`src/hw/rtl/cltok_pkg.sv`:
```
package cltok_pkg;

	// Line and token limits
	localparam int MAX_LINE_BYTES = 256;
	localparam int MAX_TOKENS     = 16;

	// Counter widths: each counter must be able to hold its limit itself
	localparam int LEN_W = $clog2(MAX_LINE_BYTES + 1);
	localparam int TOK_W = $clog2(MAX_TOKENS + 1);

	// Character codes
	localparam logic [7:0] CH_NUL   = 8'h00;
	localparam logic [7:0] CH_TAB   = 8'h09;
	localparam logic [7:0] CH_LF    = 8'h0A;
	localparam logic [7:0] CH_CR    = 8'h0D;
	localparam logic [7:0] CH_SPACE = 8'h20;
	localparam logic [7:0] CH_QUOTE = 8'h22;
	localparam logic [7:0] CH_BSL   = 8'h5C;

	// Scanner modes
	typedef enum logic [2:0] {
		MODE_BETWEEN = 3'd0,
		MODE_WORD    = 3'd1,
		MODE_QUOTE   = 3'd2,
		MODE_ESCAPE  = 3'd3,
		MODE_STOPPED = 3'd4
	} mode_t;

	// Line verdicts
	typedef enum logic [1:0] {
		VERDICT_NONE      = 2'd0,
		VERDICT_ACCEPTED  = 2'd1,
		VERDICT_MALFORMED = 2'd2,
		VERDICT_TOO_LONG  = 2'd3
	} verdict_t;

	// Per-line state
	typedef struct packed {
		logic [LEN_W-1:0] line_len;
		logic             overflowed;
		mode_t            mode;
		logic [TOK_W-1:0] tokens;
		logic             malformed;
	} line_state_t;

	// One result item
	typedef struct packed {
		logic [7:0] byte_echo;
		logic       kept;
		logic       in_token;
		logic       token_start;
		logic [3:0] token_index;
		logic       line_end;
		verdict_t   verdict;
		logic [4:0] token_count;
	} result_t;

endpackage

```
`src/hw/rtl/cltok_scan.sv`:
```
module cltok_scan import cltok_pkg::*; (
	input  logic       clk,
	input  logic       arst_n,
	input  logic       step,
	input  logic [7:0] data_in,
	output result_t    res
);

	line_state_t cur_q;
	line_state_t nxt;
	logic        is_nl;
	logic        is_blank;
	logic [31:0] tok_wide;
	logic [31:0] idx_wide;

	assign is_nl    = (data_in == CH_LF) || (data_in == CH_CR);
	assign is_blank = (data_in == CH_SPACE) || (data_in == CH_TAB);

	// Result and next line state for the byte in the input stage
	always_comb begin
		res             = '0;
		res.byte_echo   = data_in;
		res.verdict     = VERDICT_NONE;
		nxt             = cur_q;
		tok_wide        = 32'(cur_q.tokens);
		idx_wide        = '0;
		if (is_nl) begin
			res.line_end = 1'b1;
			if (cur_q.overflowed) begin
				res.verdict = VERDICT_TOO_LONG;
			end else if (cur_q.line_len != '0) begin
				if (cur_q.malformed || cur_q.mode == MODE_QUOTE
						|| cur_q.mode == MODE_ESCAPE) begin
					res.verdict = VERDICT_MALFORMED;
				end else if (cur_q.tokens != '0) begin
					res.verdict     = VERDICT_ACCEPTED;
					res.token_count = tok_wide[4:0];
				end
			end
			nxt            = '0;
			nxt.mode       = MODE_BETWEEN;
		end else if (cur_q.overflowed) begin
			// dropped byte: nothing changes
		end else if (cur_q.line_len >= LEN_W'(MAX_LINE_BYTES)) begin
			nxt.overflowed = 1'b1;
		end else begin
			res.kept     = 1'b1;
			nxt.line_len = cur_q.line_len + 1'b1;
			if (data_in == CH_NUL) begin
				if (cur_q.mode == MODE_QUOTE || cur_q.mode == MODE_ESCAPE) begin
					nxt.malformed = 1'b1;
				end
				nxt.mode = MODE_STOPPED;
			end else begin
				unique case (cur_q.mode)
					MODE_BETWEEN: begin
						if (!is_blank) begin
							if (cur_q.tokens >= TOK_W'(MAX_TOKENS)) begin
								nxt.malformed = 1'b1;
								nxt.mode      = MODE_STOPPED;
							end else begin
								nxt.tokens      = cur_q.tokens + 1'b1;
								res.in_token    = 1'b1;
								res.token_start = 1'b1;
								nxt.mode = (data_in == CH_QUOTE) ? MODE_QUOTE : MODE_WORD;
							end
						end
					end
					MODE_WORD: begin
						if (is_blank) begin
							nxt.mode = MODE_BETWEEN;
						end else begin
							res.in_token = 1'b1;
						end
					end
					MODE_QUOTE: begin
						res.in_token = 1'b1;
						if (data_in == CH_QUOTE) begin
							nxt.mode = MODE_WORD;
						end else if (data_in == CH_BSL) begin
							nxt.mode = MODE_ESCAPE;
						end
					end
					MODE_ESCAPE: begin
						res.in_token = 1'b1;
						nxt.mode     = MODE_QUOTE;
					end
					default: begin
						nxt.mode = MODE_STOPPED;
					end
				endcase
			end
			// a byte in a token always has at least one token counted
			if (res.in_token) begin
				idx_wide        = 32'(nxt.tokens) - 32'd1;
				res.token_index = idx_wide[3:0];
			end
		end
	end

	// Line state register; all-zero is the between-tokens mode
	always_ff @(posedge clk or negedge arst_n) begin
		if (!arst_n) begin
			cur_q <= '0;
		end else if (step) begin
			cur_q <= nxt;
		end
	end

	// A line end leaves the line state cleared
	a_line_clear: assert property (@(posedge clk) disable iff (!arst_n)
		step && is_nl |=> cur_q.line_len == '0 && cur_q.tokens == '0 && !cur_q.overflowed)
		else $error("line state not cleared after line end");

	// Kept length never exceeds the limit
	a_len_limit: assert property (@(posedge clk) disable iff (!arst_n)
		cur_q.line_len <= LEN_W'(MAX_LINE_BYTES))
		else $error("line length beyond limit");

	// Token count never exceeds the limit
	a_tok_limit: assert property (@(posedge clk) disable iff (!arst_n)
		cur_q.tokens <= TOK_W'(MAX_TOKENS))
		else $error("token count beyond limit");

	// Once stopped, only a line end leaves the stopped mode
	a_stop_sticky: assert property (@(posedge clk) disable iff (!arst_n)
		step && cur_q.mode == MODE_STOPPED && !is_nl |=> cur_q.mode == MODE_STOPPED)
		else $error("scanner left stopped mode inside a line");

endmodule

```
`src/hw/rtl/command_line_tokenizer.sv`:
```
// Command line tokenizer: takes one byte per item and returns one result item per
// byte, in order. A byte goes through an input register, the line scanner and an
// output register, and a new byte is taken in every cycle as long as results are
// taken; a stall on the result side reaches the input only once both registers
// are full. The line state (kept length, token count, quote mode, error flags)
// is updated as each byte leaves the input stage.
// Newline or carriage return ends a line and reports its verdict and token count.
module command_line_tokenizer import cltok_pkg::*; (
	input  logic       clk,
	input  logic       arst_n,
	input  logic       in_valid,
	output logic       in_ready,
	input  logic [7:0] data_byte,
	output logic       out_valid,
	input  logic       out_ready,
	output logic [7:0] byte_echo,
	output logic       kept,
	output logic       in_token,
	output logic       token_start,
	output logic [3:0] token_index,
	output logic       line_end,
	output logic [1:0] verdict,
	output logic [4:0] token_count
);

	logic       valid_s1;
	logic [7:0] data_s1;
	logic       valid_s2;
	result_t    res_s2;
	result_t    res;
	logic       adv_s1;
	logic       take_s2;

	// Pipeline flow
	assign take_s2  = !valid_s2 || out_ready;
	assign adv_s1   = valid_s1 && take_s2;
	assign in_ready = !valid_s1 || take_s2;

	cltok_scan u_scan (
		.clk     (clk),
		.arst_n  (arst_n),
		.step    (adv_s1),
		.data_in (data_s1),
		.res     (res)
	);

	// Input stage
	always_ff @(posedge clk or negedge arst_n) begin
		if (!arst_n) begin
			valid_s1 <= 1'b0;
		end else if (in_ready) begin
			valid_s1 <= in_valid;
		end
	end

	always_ff @(posedge clk) begin
		if (in_valid && in_ready) begin
			data_s1 <= data_byte;
		end
	end

	// Result stage
	always_ff @(posedge clk or negedge arst_n) begin
		if (!arst_n) begin
			valid_s2 <= 1'b0;
		end else if (take_s2) begin
			valid_s2 <= valid_s1;
		end
	end

	always_ff @(posedge clk) begin
		if (adv_s1) begin
			res_s2 <= res;
		end
	end

	assign out_valid   = valid_s2;
	assign byte_echo   = res_s2.byte_echo;
	assign kept        = res_s2.kept;
	assign in_token    = res_s2.in_token;
	assign token_start = res_s2.token_start;
	assign token_index = res_s2.token_index;
	assign line_end    = res_s2.line_end;
	assign verdict     = res_s2.verdict;
	assign token_count = res_s2.token_count;

	// A verdict only comes with a line end
	a_verdict_eol: assert property (@(posedge clk) disable iff (!arst_n)
		out_valid && res_s2.verdict != VERDICT_NONE |-> res_s2.line_end)
		else $error("verdict without line end");

	// Token start implies a kept token byte
	a_start_tok: assert property (@(posedge clk) disable iff (!arst_n)
		out_valid && res_s2.token_start |-> res_s2.in_token && res_s2.kept)
		else $error("token start outside a kept token byte");

	// Token count only with an accepted line
	a_count_acc: assert property (@(posedge clk) disable iff (!arst_n)
		out_valid && res_s2.token_count != '0 |-> res_s2.verdict == VERDICT_ACCEPTED)
		else $error("token count without accepted verdict");

	// A stalled result is not overwritten
	a_hold: assert property (@(posedge clk) disable iff (!arst_n)
		valid_s2 && !out_ready |=> valid_s2 && $stable(res_s2))
		else $error("result changed while stalled");

endmodule

```
`config.mk`:
```
export PLATFORM = sky130hd
export DESIGN_NAME = command_line_tokenizer
export DESIGN_NICKNAME = d
export VERILOG_FILES = /design/src/hw/rtl/cltok_pkg.sv /design/src/hw/rtl/cltok_scan.sv /design/src/hw/rtl/command_line_tokenizer.sv
export SDC_FILE = /design/constraint.sdc
export NUM_CORES = 1
export LEC_CHECK = 0
export BUFFER_PORTS_ARGS = -buffer_cell sky130_fd_sc_hd__buf_2
export CAP_MARGIN = 30
export CORE_ASPECT_RATIO = 0.7
export CORE_UTILIZATION = 55
export DETAILED_ROUTE_END_ITERATION = 12
export HOLD_SLACK_MARGIN = 0.1
export MAX_ROUTING_LAYER = met4
export PLACE_DENSITY = 0.77
export SYNTH_ARGS = -nofsm -noshare
export SYNTH_HDL_FRONTEND = slang
export SYNTH_SLANG_ARGS = --single-unit
```
`constraint.sdc`:
```
create_clock -name clk -period 4.6 [get_ports clk]
set_input_delay 0.92 -clock clk [delete_from_list [all_inputs] [get_ports clk]]
set_output_delay 0.92 -clock clk [all_outputs]
set_load 0.01 [all_outputs]
```
==> After elaboration in Yosys (flattened, before gate mapping) <==
Index checks and enable logic that the tools add are counted.
{ "word_totals": {"inputBits": 12, "out_inout_bits": 25, "ff_bits": 52, "wordCells": 106} }
{ "op_classes": {"addsub": 3, "mux": 40, "order_cmp": 2, "n_eq_ne": 16, "n_reduce_logical": 25, "n_bitwise": 4} }
{ "ops": {"columns": ["cell", "n"], "rows": [
  ["two-way mux 19 bit", 2],
  ["two-way mux 5 bit", 7],
  ["two-way mux 9 bit", 3],
  ["== test 8 x 4 -> 1 bit (second input constant)", 3],
  ["two-way mux 2 bit", 9],
  ["== test 8 x 6 -> 1 bit (second input constant)", 2],
  ["two-way mux 3 bit", 5],
  ["two-way mux 7 bit", 2],
  ["two-way mux 6 bit", 2],
  ["case mux 3 bit (4 select lines)", 1],
  ["adder 9 x 1 -> 9 bit (second input constant)", 1],
  ["greater-or-equal comparator 9 bit (second input constant)", 1],
  ["nonzero test 9 bit", 1],
  ["== test 8 x 7 -> 1 bit (second input constant)", 1],
  ["zero test 8 bit", 1],
  ["two-way mux 8 bit", 1],
  ["logical OR 1 bit", 7],
  ["AND reduction 7 bit", 1],
  ["== test 3 x 2 -> 1 bit (second input constant)", 2],
  ["two-way mux 1 bit", 6],
  ["inequality test 3 x 2 -> 1 bit (second input constant)", 2],
  ["AND reduction 6 bit", 1],
  ["nonzero test 3 bit", 2],
  ["adder 5 x 1 -> 5 bit (second input constant)", 1],
  ["other kinds (20)", 26]
]} }

==> Logic depth before layout (Yosys ltp) <==
Gate-level depths: netlist of the first run.
{ "depth": {"depth_word": 12, "depth_mapped": 9, "depth_no_buf": 8} }

==> By module <==
From an unflattened synthesis of the first run, not the netlist that was laid out.
{ "unflattened": {"cells_unflattened": 244, "area_unflattened_um2": 2742.6} }
{ "modules_own_cells": {"columns": ["mod", "seq_area_each_um2", "instances", "area_each_um2", "cells_per_inst"], "rows": [
  ["cltok_scan", 475.5, 1, 1707.9, 205],
  ["command_line_tokenizer", 980.9, 1, 1034.7, 39]
]} }

==> Worst setup path before layout of the first run <==
Ideal clock, no wire load.
{ "synth_timing": {"kind": "input port to flip-flop", "from": "input out_ready", "to": "register u_scan.cur_q[15] (netlist name)", "setup_time_ns": 0.078, "path_slack_ns": 1.916, "n_path_buf": 0, "required_ns": 4.522, "arrival_ns": 2.607, "path_stages": 6, "path_cell_list": "nand2b_1 -> nand2_1 -> inv_1 -> o21ai_2 -> or4_1 -> a21oi_1"} }
{ "synth_between": {"elab_chain_cells": 3} }
{ "synth_lines": {"columns": ["item", "line_no", "rtl"], "rows": [
  ["start, declared", "command_line_tokenizer.sv:15", "input logic out_ready,"],
  ["logical OR 1 bit", "command_line_tokenizer.sv:35", "assign take_s2 = !valid_s2 || out_ready;"],
  ["logical AND 1 bit", "command_line_tokenizer.sv:36", "assign adv_s1 = valid_s1 && take_s2;"],
  ["named net adv_s1", "command_line_tokenizer.sv:31", "logic adv_s1;"],
  ["AND reduction 3 bit (no source line)", null, null],
  ["end signal, assigned", "cltok_scan.sv:106", "cur_q <= nxt;"],
  ["end, declared", "cltok_scan.sv:9", "line_state_t cur_q;"]
]} }
The timed path passes the listed nets, and every way through them passes these cells.
A chain may end at the register's enable or synchronous reset.

==> Final worst setup path of the first run <==
{ "layout_timing": {"from": "register data_s1[0]", "to": "register u_scan.cur_q[4] (netlist name)"} }
{ "layout_between": {"word_cells_on_any_way": 19, "cone_classes": "eq/ne: 6; mux: 9; reduce/logical: 4"} }
{ "layout_rtl": {"columns": ["item", "line_no", "rtl"], "rows": [
  ["start, declared", "command_line_tokenizer.sv:27", "logic [7:0] data_s1;"],
  ["start signal, assigned", "command_line_tokenizer.sv:58", "data_s1 <= data_byte;"],
  ["== test 8 x 4 -> 1 bit", "cltok_scan.sv:16", "assign is_nl = (data_in == CH_LF) || (data_in == CH_CR);"],
  ["logical OR 1 bit (*)", "cltok_scan.sv:16", null],
  ["named net u_scan.is_nl", "cltok_scan.sv:11", "logic is_nl;"],
  ["inequality test 2 bit (no source line) or inequality test 2 x 1 -> 1 bit (tied branches)", null, null],
  ["AND reduction 3 bit (no source line)", null, null]
]} }
The timed path passes the listed nets; every way through them passes the cells marked *. The select of a mux whose other input is x is not followed.

==> metrics.txt, run 1 <==
outcome=complete, no violations; clock latency on the worst-skew pair=320 ps; arrival time worst endpoint=roughly 3200 ps; critical path capture point type=register; FP Rows=20; Buffers on Ports=36; r2r setup slk=1690 ps; Synth Flop Type=edfxtp_1; pwr/cell area=332 nW/um^2; min Tclk post-route=2910 ps; endpoints failing setup=0; fin. max-slew vios=0; Worst path max stage delay=just under 800 ps; Design Area, Final=2920 sq um; FMAX=344 MHz; ranking of synthesized cells by area=edfxtp_1 (36%), dfrtp_1 (20%), a21oi_1 (2.9%), nor2_1 (2.6%), ha_1 (2.4%); die footprint=4960 sq um; max_cap viols=0; largest net degree at the start of global routing=27; hold endpoint=out_valid; Synth top area share=36.2%; Critical R2R Launch=data_s1[0]; Slowest cell on crit path=o211ai_1; P_sw=0.230 mW; H-tree levels=2; Int Pwr=roughly 0.74 mW; worst slack, placed=1820 ps; CP Max Fanout=12; commonest non-fill, non-tap cell in the layout=buf_2; Die W=between 80 and 90 microns; gr ovfl total=0; root buf cell=clkbuf_8; detailed-route wire length=5500 microns; Hold-fix buffers, CTS=0; detailed-route wire length per cell=17.1 microns; Worst-path clk slew=100 ps; Clk pwr share=34.3%; P_leak=1.16 nW; Post-synth EDFFs=31; Avg Inst Size Synth=11.3 sq um; worst setup margin=1690 ps; cts bufs inserted=5; commonest cells after routing, fill and taps aside=buf_2 (36), edfxtp_1 (31), dfrtp_1 (21); Mapped Nets=245; Fin Setup TNS=0 ps; Post-DP Area=2800 sq um; unrepaired setup endpoints after global routing=false; largest area contributor in the netlist=edfxtp_1; final worst-path cycle share=63.2%; maximum root-to-sink buffer count=2; Syn. warnings=0; Area growth, synth to finish=13.4%; crit path kind=register to register; Top-Level Pins=37; Sw Ratio=23.8%; synthesis-stage register bit count=52; DRT Pass-1 Iters=5; hpwl dp=between 3000 and 4000 microns; hold path cells=1; final net count=between 200 and 300; RePlAce Congestion=between 0.8 and 0.9; Flop pwr share=56.1%; CTS tree=built; hold path startpoint=valid_s1; Hold Path Class=register to register; layout cells sized above 1=20.6%; worst reg2reg path depth=6; post-route ant nets=0; register area share after synthesis=56.6%; 1st-iter DRT viols=279; Worst slew margin=between 30% and 40%; Setup crit start kind=register; mapped cell area=2570 sq um; global-route wire length before repair=about 9100 microns; Die Y=59.2 microns; Inserted Diodes=0; critical path cell sequence=and3b_1 > o211ai_1 > inv_2 > nor3_2 > o21ai_0 > a31oi_1; synthesized instance count=228; Initial Utilization=58.4%; Core ar.=4400 sq um; Post-synth ARST share=40.4%; final hold viol count=0; Comb pwr share=9.5%; Yosys cell types=55; Clock Skew=about 11 ps; fillers=~340; Setup Fix Bufs, Post-CTS=0; post-CTS resize count=0; # DRC=0; Vias/cell=~6.3; Worst Path Required=4840 ps; All-Layer GR Usage=25.5%; Sequential Area=1460 sq um; worst slew pin tran=~1000 ps; Multi-input gate area=approximately 1000 sq um; worst flop-to-flop path endpoint=u_scan.cur_q[4]; initial antenna violation count=0; Peak VDD IR=0.288 mV; vias in the first global route=1,806; DR vias=around 2,000; Sink Count=52
-- cells by family after synthesis --
logic type                 share of synthesized area (%)
AOI/OAI and AO/OA                                   14.9
xor gates and xnor gates                            2.04
adders and majority gates                           2.43
buffers and inverters                               3.06
DFF                                                 56.6
muxes                                              0.778
and+or+nand+nor                                     20.1
-- cell usage after synthesis (3+ instances only) --
master and number:
nand2b_1 5, o31ai_1 4, dfrtp_1 21, nand3_1 6, inv_1 11, or4_1 3
a211oi_1 3, xnor2_1 5, nor2_1 18, nor3_1 6, nor4_1 6, o21ai_0 6
ha_1 5, and2_1 6, a21oi_1 15, nand2_1 13, nand4_1 4, o211ai_1 4
nor4b_1 3, edfxtp_1 31, nand3b_1 3, a31oi_1 8, clkbuf_1 4
-- critical path: cells and delay by family (launching register included) --
kind | cells | cell delay [ps]
buffers and inverters | 1 | 270
AND/OR/NAND/NOR | 2 | 830
AO/OA/AOI/OAI | 3 | 1190
flip-flops | 1 | 550
-- per-layer routing --
layer  GRT usage [%]  share of wire [%]  wire length [microns]  vias up
li1                -                  -                      -      950
met1            37.1                 47                   2600      932
met2            34.3                 42                   2290      119
met3            6.27                8.9                    490       13
met4            10.4                2.3                    126        0
met5               -                  0                      0        -
-- per-stage QoR --
step | cells | total power, mW | utilization (%) | hold slack [ps]
final | 322 | 0.969 | 66.2 | 526
after global routing | 322 | 1.00 | 66.2 | 544
after CTS | 322 | 0.971 | 66.2 | 529
after global placement | 314 | 0.643 | 63.5 | 476
after floorplan | 228 | 0.609 | - | 428
after detailed placement | 314 | 0.645 | 63.5 | 510
-- final cells by class --
type | instances | area share (%)
Clock buffer | 6 | 2.83
Inverter | 12 | 1.54
Sequential cell | 52 | 49.9
Timing Repair Buffer | 37 | 6.44
Clock inverter | 2 | 1.33
Tap cell | 55 | 2.36
Multi-Input combinational cell | 158 | 35.6
-- flip-flops by register name (all words and copies together) (netlist names) --
signal,count
line_end,1
u_scan.cur_q,19
token_count,5
verdict,2
in_token,1
out_valid,1
valid_s1,1
byte_echo,8
token_index,4
data_s1,8
token_start,1
kept,1
-- power groups by stage --
stage | registers, mW | clock network, mW | logic [mW]
floorplan | 0.556 | 0 | 0.0527
global placement | 0.552 | 0 | 0.0911
detailed placement | 0.554 | 0 | 0.0917
CTS | 0.544 | 0.335 | 0.0928
global route | 0.548 | 0.352 | 0.103
finish | 0.544 | 0.333 | 0.0922
-- worst max path at each step --
stage | startpoint | end | slack (ps) | cells past startpoint
after global routing | data_s1[2] | u_scan.cur_q[4] | 1560 | 6
after CTS | data_s1[0] | u_scan.cur_q[4] | 1790 | 6
after global placement | data_s1[4] | token_index[2] | 1970 | 8
after detailed placement | data_s1[0] | u_scan.cur_q[4] | 1820 | 6
final | data_s1[0] | u_scan.cur_q[4] | 1690 | 6
after floorplan | out_ready | u_scan.cur_q[15] | 1920 | 6
(Power assumes the default switching activity.)
==> run 2: changes to the inputs <==
==> constraint.sdc (replaced) <==
create_clock -name clk -period 2.9 [get_ports clk]
set_input_delay 0.58 -clock clk [delete_from_list [all_inputs] [get_ports clk]]
set_output_delay 0.58 -clock clk [all_outputs]
set_load 0.01 [all_outputs]
==> metrics.txt, run 2 (synthesis gave the netlist of run 1 again) <==
outcome=complete, no violations; worst reg2reg path depth=9 (+3); worst slew pin tran=563 ps (-440 ps); All-Layer GR Usage=24.2% (-1.4 points); global-route wire length before repair=8760 microns (-3.8%); Peak VDD IR=0.381 mV (+32%); Hold Path Class=primary input to asynchronous set/reset pin; RePlAce Congestion=0.973 (+8.5%); commonest non-fill, non-tap cell in the layout=buf_2; maximum root-to-sink buffer count=2 (unchanged); Pwr Total=1.43 mW (+47%); Worst Path Required=2960 ps (-1880 ps); cts bufs inserted=5 (unchanged); Worst-path clk slew=90 ps (about the same); Fin Setup TNS=0 ps (unchanged); Buffers on Ports=36 (unchanged); Setup Fix Bufs, Post-CTS=0 (unchanged); Hold-fix buffers, CTS=0 (unchanged); initial antenna violation count=0 (unchanged); post-route ant nets=0 (unchanged); commonest cells after routing, fill and taps aside=buf_2 (36), edfxtp_1 (31), dfrtp_1 (21); vias in the first global route=1,808 (+0.11%); Top-Level Pins=37 (unchanged); fin. max-slew vios=0 (unchanged); DRT Pass-1 Iters=5 (unchanged); detailed-route wire length=5140 microns (-6.6%); worst flop-to-flop path endpoint=token_index[2]; die footprint=4960 sq um (unchanged); detailed-route wire length per cell=15.6 microns (-8.6%); Initial Utilization=58.4% (unchanged); P_leak=1.18 nW (+2.1%); r2r setup slk=590 ps (-1110 ps); max_cap viols=0 (unchanged); Worst path max stage delay=510 ps (-280 ps); Slowest cell on crit path=edfxtp_1; Worst slew margin=62.2% (+29 points); # DRC=0 (unchanged); endpoints failing setup=0 (unchanged); final worst-path cycle share=79.8% (+17 points); post-CTS resize count=0 (unchanged); WP buf/inv=1 (unchanged); Die Y=59.2 microns (unchanged); Critical R2R Launch=data_s1[1]; crit path kind=register to register; number of flip-flops in the largest register=19 (unchanged); Core ar.=4400 sq um (unchanged); final hold viol count=0 (unchanged); Biggest register=u_scan.cur_q; unrepaired setup endpoints after global routing=false; FMAX=432 MHz (+26%); arrival time worst endpoint=2370 ps (-780 ps); DR vias=2,016 (+0.099%); CP top delay family=simple AND/OR/NAND/NOR gates; min Tclk post-route=2310 ps (-592 ps); critical path cell sequence=nor2_1 > o211ai_1 > buf_4 > and2_1 > xnor2_1 > ha_1 > xnor2_1 > xnor2_1 > nor2_1; Setup crit start kind=register; FP Rows=20 (unchanged); pwr/cell area=485 nW/um^2 (+46%); clock latency on the worst-skew pair=310 ps (about the same); largest net degree at the start of global routing=22 (-19%); Clock Skew=10.4 ps (-0.140 ps); Inserted Diodes=0 (unchanged); Sink Count=52 (unchanged); H-tree levels=2 (unchanged); CP Max Fanout=9 (-3); hpwl dp=3830 microns (-3.0%); fillers=326 (-3.3%); root buf cell=clkbuf_8; final net count=290 (+2.5%); Vias/cell=6.13 (-2.0%); CTS tree=built; Area growth, synth to finish=14.3%; critical path capture point type=register; Die W=83.7 microns (unchanged); critical path's most frequent cell=xnor2_1; 1st-iter DRT viols=345 (+24%); gr ovfl total=0 (unchanged); layout cells sized above 1=22.6% (+2.0 points)
==> run 2: cell types whose count changed in the layout (fill, tap and decap cells not counted) <==
| cell | change |
|---|---|
| buf_4 | +7 |
| bufinv_16 | -1 |
| clkinv_2 | +2 |
| clkinv_4 | -1 |
==> run 2: worst max path at each step <==
| stage | from | to | depth (start not counted) |
|---|---|---|---|
| after CTS | data_s1[5] | token_index[3] | 6 |
| after detailed placement | data_s1[1] | token_index[2] | 9 |
| after global placement | data_s1[5] | token_index[2] | 9 |
| final | data_s1[1] | token_index[2] | 9 |
| after global routing | data_s1[5] | token_index[3] | 6 |
| after floorplan | out_ready | u_scan.cur_q[15] | 6 |
==> run 2: final cells by class <==
cell class	instances	area, sq um	area share (%)
Sequential cell	52	1460	49.5
Clock inverter	2	10.0	0.340
Multi-Input combinational cell	158	1040	35.3
Timing Repair Buffer	44	240	8.17
Clock buffer	6	82.6	2.81
Tap cell	55	68.8	2.34
Inverter	12	45.0	1.53
==> run 2: layer usage <==
layer / global-route usage, % / share of wire, %
met1: 35.0 / 49
met2: 33.7 / 41
met3: 5.57 / 8.1
met4: 8.23 / 1.6
met5: - / 0
==> run 2: worst register-to-register path: stages (launching register included) <==
cell and delay (ps):
edfxtp_1 510, nor2_1 310, o211ai_1 140, buf_4 190, and2_1 190, xnor2_1 160, ha_1 220, xnor2_1 160
xnor2_1 140, nor2_1 60
==> run 2: per-stage QoR <==
stage | hold WS, ps | instances | cell area [sq um] | worst slack, ps | util, %
after floorplan | 284 | 228 | 2570 | 556 | -
after global placement | 494 | 321 | 2850 | 653 | 64.7
after detailed placement | 490 | 321 | 2850 | 604 | 64.7
after CTS | 240 | 329 | 2940 | 592 | 66.8
after global routing | 248 | 329 | 2940 | 404 | 66.8
final | 226 | 329 | 2940 | 587 | 66.8
==> run 2: power by group <==
group	total, mW	internal (mW)	switching, mW
clock	0.416	0.191	0.226
combinational	0.149	0.0600	0.0886
sequential	0.861	0.832	0.0292
total	1.43	1.08	0.343
